[src/rtl/core/bhcr_pkg.sv]
// shared types, constants and commutation tables for the hall commutation block
// no dependencies
`timescale 1ns / 1ps

package bhcr_pkg;

  localparam int DutyBits = 16;
  localparam int RampBits = 8;
  localparam int HallBits = 3;
  localparam int StepBits = 3;
  localparam int CfgIdxBits = 2;
  // target duty is the widest register
  localparam int CfgDataBits = DutyBits;

  localparam logic [RampBits-1:0] RampIntervalReset = RampBits'(100);

  typedef enum logic [CfgIdxBits-1:0] {
    CfgTargetDuty   = 2'd0,
    CfgReverseDir   = 2'd1,
    CfgRampInterval = 2'd2
  } cfg_idx_e;

  // drive pair codes: high-side phase then low-side phase
  localparam logic [StepBits-1:0] StepNone = 3'd0;
  localparam logic [StepBits-1:0] StepAB   = 3'd1;
  localparam logic [StepBits-1:0] StepAC   = 3'd2;
  localparam logic [StepBits-1:0] StepBC   = 3'd3;
  localparam logic [StepBits-1:0] StepBA   = 3'd4;
  localparam logic [StepBits-1:0] StepCA   = 3'd5;
  localparam logic [StepBits-1:0] StepCB   = 3'd6;

  typedef struct packed {
    logic [DutyBits-1:0] duty_a;
    logic [DutyBits-1:0] duty_b;
    logic [DutyBits-1:0] duty_c;
    logic                low_a;
    logic                low_b;
    logic                low_c;
    logic                code_valid;
    logic [DutyBits-1:0] duty_now;
  } res_t;

  // clockwise drive pair per hall code, StepNone for codes 0 and 7
  function automatic logic [StepBits-1:0] cw_step(input logic [HallBits-1:0] code);
    logic [StepBits-1:0] s;
    unique case (code)
      3'd1:    s = StepAC;
      3'd2:    s = StepBA;
      3'd3:    s = StepBC;
      3'd4:    s = StepCB;
      3'd5:    s = StepAB;
      3'd6:    s = StepCA;
      default: s = StepNone;
    endcase
    return s;
  endfunction

  // counter-clockwise swaps high and low phase
  function automatic logic [StepBits-1:0] rev_step(input logic [StepBits-1:0] s);
    logic [StepBits-1:0] r;
    unique case (s)
      StepAB:  r = StepBA;
      StepAC:  r = StepCA;
      StepBC:  r = StepCB;
      StepBA:  r = StepAB;
      StepCA:  r = StepAC;
      StepCB:  r = StepBC;
      default: r = StepNone;
    endcase
    return r;
  endfunction

endpackage

[src/rtl/core/bhcr_commutator.sv]
// duty ramp, configuration registers and six-step drive selection
// depends on bhcr_pkg
`timescale 1ns / 1ps

module bhcr_commutator import bhcr_pkg::*; (
  input  logic                  clk_i,
  input  logic                  rst_ni,
  input  logic                  cfg_we_i,
  input  logic [CfgIdxBits-1:0] cfg_idx_i,
  input  logic [CfgDataBits-1:0] cfg_wdata_i,
  input  logic                  fire_i,
  input  logic [HallBits-1:0]   hall_code_i,
  output res_t                  res_o
);

  logic [DutyBits-1:0] target_q, target_d;
  logic                reverse_q, reverse_d;
  logic [RampBits-1:0] interval_q, interval_d;
  logic [DutyBits-1:0] level_q, level_d;
  logic [RampBits-1:0] count_q, count_d;
  logic [StepBits-1:0] step_q, step_d;
  logic [DutyBits-1:0] held_duty_q, held_duty_d;
  logic [StepBits-1:0] new_step;
  logic                code_ok;

  always_comb begin
    target_d   = target_q;
    reverse_d  = reverse_q;
    interval_d = interval_q;
    if (cfg_we_i) begin
      unique case (cfg_idx_i)
        CfgTargetDuty:   target_d   = cfg_wdata_i[DutyBits-1:0];
        CfgReverseDir:   reverse_d  = cfg_wdata_i[0];
        CfgRampInterval: interval_d = cfg_wdata_i[RampBits-1:0];
        default: ;
      endcase
    end
  end

  // ramp: slow climb by counted events, fast descent of one per event
  always_comb begin
    level_d = level_q;
    count_d = count_q;
    if (level_q < target_q) begin
      if (count_q == interval_q) begin
        level_d = level_q + DutyBits'(1);
        count_d = '0;
      end else begin
        count_d = count_q + RampBits'(1);
      end
    end else if (level_q > target_q) begin
      level_d = level_q - DutyBits'(1);
    end
  end

  always_comb begin
    new_step = cw_step(hall_code_i);
    code_ok  = (new_step != StepNone);
    if (reverse_q) new_step = rev_step(new_step);
    step_d      = code_ok ? new_step : step_q;
    held_duty_d = code_ok ? level_d : held_duty_q;
  end

  always_comb begin
    res_o            = '0;
    res_o.code_valid = code_ok;
    res_o.duty_now   = level_d;
    unique case (step_d)
      StepAB:  begin res_o.duty_a = held_duty_d; res_o.low_b = 1'b1; end
      StepAC:  begin res_o.duty_a = held_duty_d; res_o.low_c = 1'b1; end
      StepBC:  begin res_o.duty_b = held_duty_d; res_o.low_c = 1'b1; end
      StepBA:  begin res_o.duty_b = held_duty_d; res_o.low_a = 1'b1; end
      StepCA:  begin res_o.duty_c = held_duty_d; res_o.low_a = 1'b1; end
      StepCB:  begin res_o.duty_c = held_duty_d; res_o.low_b = 1'b1; end
      default: ;
    endcase
  end

  always_ff @(posedge clk_i or negedge rst_ni) begin
    if (!rst_ni) begin
      target_q    <= '0;
      reverse_q   <= 1'b0;
      interval_q  <= RampIntervalReset;
      level_q     <= '0;
      count_q     <= '0;
      step_q      <= StepNone;
      held_duty_q <= '0;
    end else begin
      target_q   <= target_d;
      reverse_q  <= reverse_d;
      interval_q <= interval_d;
      if (fire_i) begin
        level_q     <= level_d;
        count_q     <= count_d;
        step_q      <= step_d;
        held_duty_q <= held_duty_d;
      end
    end
  end

endmodule

[src/rtl/core/bldc_hall_commutation_ramp.sv]
// top level: hall event channel, result buffer with skid stage
// depends on bhcr_pkg and bhcr_commutator
`timescale 1ns / 1ps

// each accepted event's result is registered, in the skid stage on a stall
// throughput: one event per cycle, set by the single pass through the ramp and
//   drive table ahead of the result register, while the one-result skid is empty
// reset: duty level, ramp counter and held drive clear to zero (all phases off),
//   ramp interval resets to 100, target and direction to zero, buffers empty

module bldc_hall_commutation_ramp import bhcr_pkg::*; (
  input  logic                   clk_i,
  input  logic                   rst_ni,
  input  logic                   cfg_we_i,
  input  logic [CfgIdxBits-1:0]  cfg_idx_i,
  input  logic [CfgDataBits-1:0] cfg_wdata_i,
  input  logic                   in_valid_i,
  output logic                   in_stall_o,
  input  logic [HallBits-1:0]    hall_code_i,
  output logic                   out_valid_o,
  input  logic                   out_stall_i,
  output logic [DutyBits-1:0]    duty_a_o,
  output logic [DutyBits-1:0]    duty_b_o,
  output logic [DutyBits-1:0]    duty_c_o,
  output logic                   low_a_o,
  output logic                   low_b_o,
  output logic                   low_c_o,
  output logic                   code_valid_o,
  output logic [DutyBits-1:0]    duty_now_o
);

  res_t res;
  res_t main_q, main_d, skid_q, skid_d;
  logic main_valid_q, main_valid_d, skid_valid_q, skid_valid_d;
  logic fire, take;

  assign in_stall_o = skid_valid_q;
  assign fire       = in_valid_i & ~skid_valid_q;
  assign take       = main_valid_q & ~out_stall_i;

  bhcr_commutator u_comm (
    .clk_i       (clk_i),
    .rst_ni      (rst_ni),
    .cfg_we_i    (cfg_we_i),
    .cfg_idx_i   (cfg_idx_i),
    .cfg_wdata_i (cfg_wdata_i),
    .fire_i      (fire),
    .hall_code_i (hall_code_i),
    .res_o       (res)
  );

  always_comb begin
    main_valid_d = main_valid_q;
    main_d       = main_q;
    skid_valid_d = skid_valid_q;
    skid_d       = skid_q;
    if (take || !main_valid_q) begin
      if (skid_valid_q) begin
        main_valid_d = 1'b1;
        main_d       = skid_q;
        skid_valid_d = 1'b0;
      end else begin
        main_valid_d = fire;
        main_d       = res;
      end
    end else if (fire) begin
      // result still stalled, park the new one
      skid_valid_d = 1'b1;
      skid_d       = res;
    end
  end

  always_ff @(posedge clk_i or negedge rst_ni) begin
    if (!rst_ni) begin
      main_valid_q <= 1'b0;
      skid_valid_q <= 1'b0;
    end else begin
      main_valid_q <= main_valid_d;
      skid_valid_q <= skid_valid_d;
    end
  end

  always_ff @(posedge clk_i) begin
    main_q <= main_d;
    skid_q <= skid_d;
  end

  assign out_valid_o  = main_valid_q;
  assign duty_a_o     = main_q.duty_a;
  assign duty_b_o     = main_q.duty_b;
  assign duty_c_o     = main_q.duty_c;
  assign low_a_o      = main_q.low_a;
  assign low_b_o      = main_q.low_b;
  assign low_c_o      = main_q.low_c;
  assign code_valid_o = main_q.code_valid;
  assign duty_now_o   = main_q.duty_now;

endmodule

[config.mk]
export PLATFORM = sky130hd
export DESIGN_NAME = bldc_hall_commutation_ramp
export DESIGN_NICKNAME = d
export VERILOG_FILES = /design/src/rtl/core/bhcr_pkg.sv /design/src/rtl/core/bhcr_commutator.sv /design/src/rtl/core/bldc_hall_commutation_ramp.sv
export SDC_FILE = /design/constraint.sdc
export NUM_CORES = 1
export LEC_CHECK = 0
export BUFFER_PORTS_ARGS = -buffer_cell sky130_fd_sc_hd__buf_2
export CORE_ASPECT_RATIO = 0.9
export CORE_MARGIN = 1
export CORE_UTILIZATION = 50
export DETAILED_ROUTE_END_ITERATION = 8
export HOLD_SLACK_MARGIN = 0.1
export PLACE_DENSITY = 0.74
export RECOVER_POWER = 25
export SLEW_MARGIN = 30
export SYNTH_ARGS = -nofsm -noshare
export SYNTH_HDL_FRONTEND = slang
export SYNTH_HIERARCHICAL = 1
export SYNTH_SLANG_ARGS = --single-unit
[constraint.sdc]
create_clock -name clk_i -period 3.7 [get_ports clk_i]
set_input_delay 0.555 -clock clk_i [delete_from_list [all_inputs] [get_ports clk_i]]
set_output_delay 0.555 -clock clk_i [all_outputs]
set_load 0.01 [all_outputs]
==> impl_metrics.py <==
metrics = {
    "run_status": {
        "outcome": "finished, violations left",
        "violations": "capacitance limit, slew limit",
    },
    "power": {
        "combPwrFrac_pct": 33.0,
        "pwr-share-seq_pct": 39.5,
        "power_switching_share_pct": 32.4,
        "p_switching_w": 0.00269,
        "power.density_nw_per_um2": 685,
        "clockPowerShare_pct": 27.4,
        "leakage_nw": 4.89,
        "max-vdd-ir-drop_mv": 0.399,
        "intPower_w": 0.00561,
    },
    "setup_path": {
        "critPathTopFamily": "simple AND/OR/NAND/NOR gates",
        "critPathLaunchType": "flip-flop",
        "end_kind": "flip-flop",
        "cp.arrival_ns": 3.71,
        "startpoint": "u_comm/level_q[15]$_DFFE_PN0P_",
        "crit_fanout": 10,
        "path_buf_inv": 3,
        "rr_startpoint": "u_comm/level_q[15]$_DFFE_PN0P_",
        "crit_type": "flip-flop to flip-flop",
        "critPathMaxStageDelay_ns": 0.44,
        "path_cells": "ha_1 > nand4_1 > nor2_1 > a2111oi_4 > and3_4 > buf_4 > buf_4 > a21oi_1 > a211oi_1 > buf_4 > nor2_1 > mux2_4",
        "crit_slowest_cell": "dfrtp_1",
        "cp_common_cell": "buf_4",
        "required_ns": 3.95,
    },
    "logic_synthesis": {
        "avgSynthCellArea_um2": 12.6,
        "yosysTopAreaCell": "edfxtp_1",
        "ys.flop_type": "edfxtp_1",
        "synth_cell_type_count": 69,
        "synthCells": 843,
        "yosysSeqAreaShare_pct": 55.0,
        "syn_area_um2": 10600,
        "syn-num-nets": 888,
        "ys_ff_latch": 206,
        "yosys.area.top_type_share_pct": 38.5,
        "synthTopCellsByArea": "edfxtp_1, dfrtp_1, mux2_4",
        "synth_edf_count": 136,
        "ys_async_sr_fraction_pct": 34.0,
        "yosys_warnings": 6,
    },
    "timing": {
        "fin_hold_ws_ns": 0.260,
        "rsz0062_at_grt": "false",
        "worstMarginPinSlew_ns": 1.52,
        "setup_viol": 0,
        "fin_skew_ns": 0.00965,
        "maxSlewHeadroom_pct": -1.74,
        "fin_ws_ns": 0.242,
        "final.setup.tns_ns": 0,
        "final_hold_viol_count": 0,
        "max_freq_ghz": 0.289,
        "drv_slew": 17,
        "finalCriticalPeriod_ns": 3.46,
        "timing.final.crit_share_pct": 93.5,
    },
    "die": {
        "coreArea_um2": 20800,
        "die_x_um": 156,
        "num_rows": 50,
        "io_pins": 96,
        "die_h_um": 140,
        "dieArea_um2": 21800,
        "start_util_pct": 51.1,
    },
    "clock_network": {
        "path_clk_slew_ns": 0.06,
        "cts-root-buf": "clkbuf_16",
        "cts_sinks": 206,
        "cts_max_level": 1,
        "clockBufferDepth": 3,
        "worstSkewPairLatency_ns": 0.51,
        "numCtsBuffers": 23,
        "cts_tree": "yes",
    },
    "final_layout": {
        "nets": 993,
        "diodes": 0,
        "layout-drive-gt1-share_pct": 26.5,
        "syn_to_final_growth_pct": 14.2,
    },
    "worst_hold_path": {
        "hold_class": "input pin to flip-flop",
        "hp-start": "cfg_wdata_i[10]",
    },
    "grt": {
        "antenna_found_initial": 0,
        "grt_overflow": 0,
        "grt_pass1_vias": 6882,
        "grt_pass1_wl_um": 36800,
        "grt_max_degree": 62,
        "grt_usage_pct": 21.4,
    },
    "placement": {
        "place_ws_ns": 0.182,
        "io_buffers": 95,
        "hpwl_um": 15400,
        "gp_congestion": 0.881,
    },
    "route": {
        "viasPerCell": 5.66,
        "dr.first_iter.drc_count": 554,
        "vias": 7081,
        "first_pass_iters": 5,
        "wl_per_cell_um": 18.3,
        "wl_um": 22900,
        "drc_errors": 0,
        "ant_nets": 0,
    },
    "flow_run": {
        "drv_cap": 1,
    },
}
==> power by group through the flow <==
stage	Sequential [W]	Combinational (W)	Clock (W)
global placement	0.00331	0.00265	0
CTS	0.00328	0.00274	0.00231
finish	0.00328	0.00274	0.00228
floorplan	0.00335	0.00188	0
detailed placement	0.00332	0.00272	0
global route	0.00333	0.00299	0.00241
==> state kept, by name, indices dropped and copies added, names as in the netlist, 3 cells and up <==
register            count
skid_q                 68
duty_a_o               16
duty_b_o               16
duty_c_o               16
duty_now_o             16
u_comm/held_duty_q     16
u_comm/level_q         16
u_comm/target_q        16
u_comm/count_q          8
u_comm/interval_q       8
u_comm/step_q           3
==> path summary, 6_finish.rpt <==
kind / end / slack [ns] / depth (start not counted)
max in group asynchronous: u_comm/held_duty_q[10]$_DFFE_PN0P_ / 1.27 / 3
max: duty_a_o[15]$_DFFE_PP_ / 0.24 / 12
min reg2reg: u_comm/count_q[7]$_DFFE_PN0P_ / 0.50 / 1
min: u_comm/target_q[10]$_DFFE_PN0P_ / 0.26 / 3
min in group asynchronous: u_comm/target_q[11]$_DFFE_PN0P_ / 0.83 / 2
max reg2reg: duty_a_o[15]$_DFFE_PP_ / 0.24 / 12
==> cell families after synthesis <==
family / count (synthesis) / share of synthesized area [%]
buffers and inverters: 79 / 4.64
XOR/XNOR: 41 / 3.46
flip-flops: 206 / 55.0
multiplexers: 111 / 14.2
adder cells (fa/ha/maj): 19 / 2.24
AND/OR/NAND/NOR: 263 / 12.7
AO/OA/AOI/OAI: 124 / 7.69
==> cells in the final DEF (no fill, tap or decap), drive strengths merged, types with 22 or more instances in the layout <==
master	instances
a21oi	30
edfxtp	136
nor2	56
o21ai	36
buf	97
xnor2	28
mux2	96
clkbuf	70
inv	22
nand3	23
dfrtp	67
nand2	72
==> what timing repair did <==
item | 4_1_cts | 5_1_grt
hold buffers | 1 | 0
gates resized for setup | 0 | 1
endpoints found under the setup margin | 0 | 3
hold endpoints to repair | 17 | 0
setup buffers | 0 | 0
==> synth_stat cells, types with 3 or more instances <==
cell type	instances
or3_1	7
nor3_1	18
and4_1	3
edfxtp_1	136
mux2i_1	13
nand2b_1	8
mux2_2	29
a21oi_1	30
nor2_1	55
a31oi_1	10
buf_6	7
and3_1	20
a221oi_1	4
or4_1	6
o2111ai_1	4
dfstp_2	3
nor2b_1	5
o211a_1	3
ha_1	19
a31o_2	3
o21ai_0	36
nand2_1	70
buf_1	3
buf_2	17
a21o_1	5
a211o_1	3
nand4_1	17
clkbuf_1	23
inv_1	20
xor2_1	13
xnor2_1	27
dfrtp_1	67
o211ai_1	7
o31ai_1	3
nand3_1	23
nor4_1	9
mux2_4	67
a211oi_1	6
buf_12	7
==> metal layers <==
metal / up-vias / part of all wire [%] / track usage (%) / routed length, um
met5: - / 0 / 0 / 0
met4: 0 / 2.9 / 7.17 / 671
met3: 44 / 5.5 / 3.03 / 1260
met2: 220 / 46 / 33.9 / 10600
met1: 3484 / 45 / 30.4 / 10400
li1: 3333 / - / - / -
==> stage by stage <==
step	instance area (um^2)	util, %	cells	total power [W]
global placement	11400	54.9	1207	0.00596
global route	12100	58.3	1250	0.00873
floorplan	10600	-	843	0.00523
detailed placement	11400	54.9	1207	0.00603
CTS	12200	58.5	1249	0.00833
finish	12100	58.3	1250	0.00830
==> worst reg2reg max path: stages, from the launching register on <==
cell       delay (ns)
dfrtp_1          0.44
ha_1             0.35
nand4_1          0.24
nor2_1           0.12
a2111oi_4        0.35
and3_4           0.39
buf_4            0.21
buf_4            0.18
a21oi_1          0.05
a211oi_1         0.32
buf_4            0.21
nor2_1           0.06
mux2_4           0.28
==> area by class of cell <==
| type | count | area (um^2) |
|---|---|---|
| clock buffers | 29 | 608 |
| clock inverters | 12 | 143 |
| fillers | 1725 | 8650 |
| inverters | 20 | 75.1 |
| multi-input cells | 558 | 4290 |
| flip-flops and latches | 206 | 5840 |
| well taps | 286 | 358 |
| repair buffers | 139 | 808 |
(Power assumes the default switching activity.)
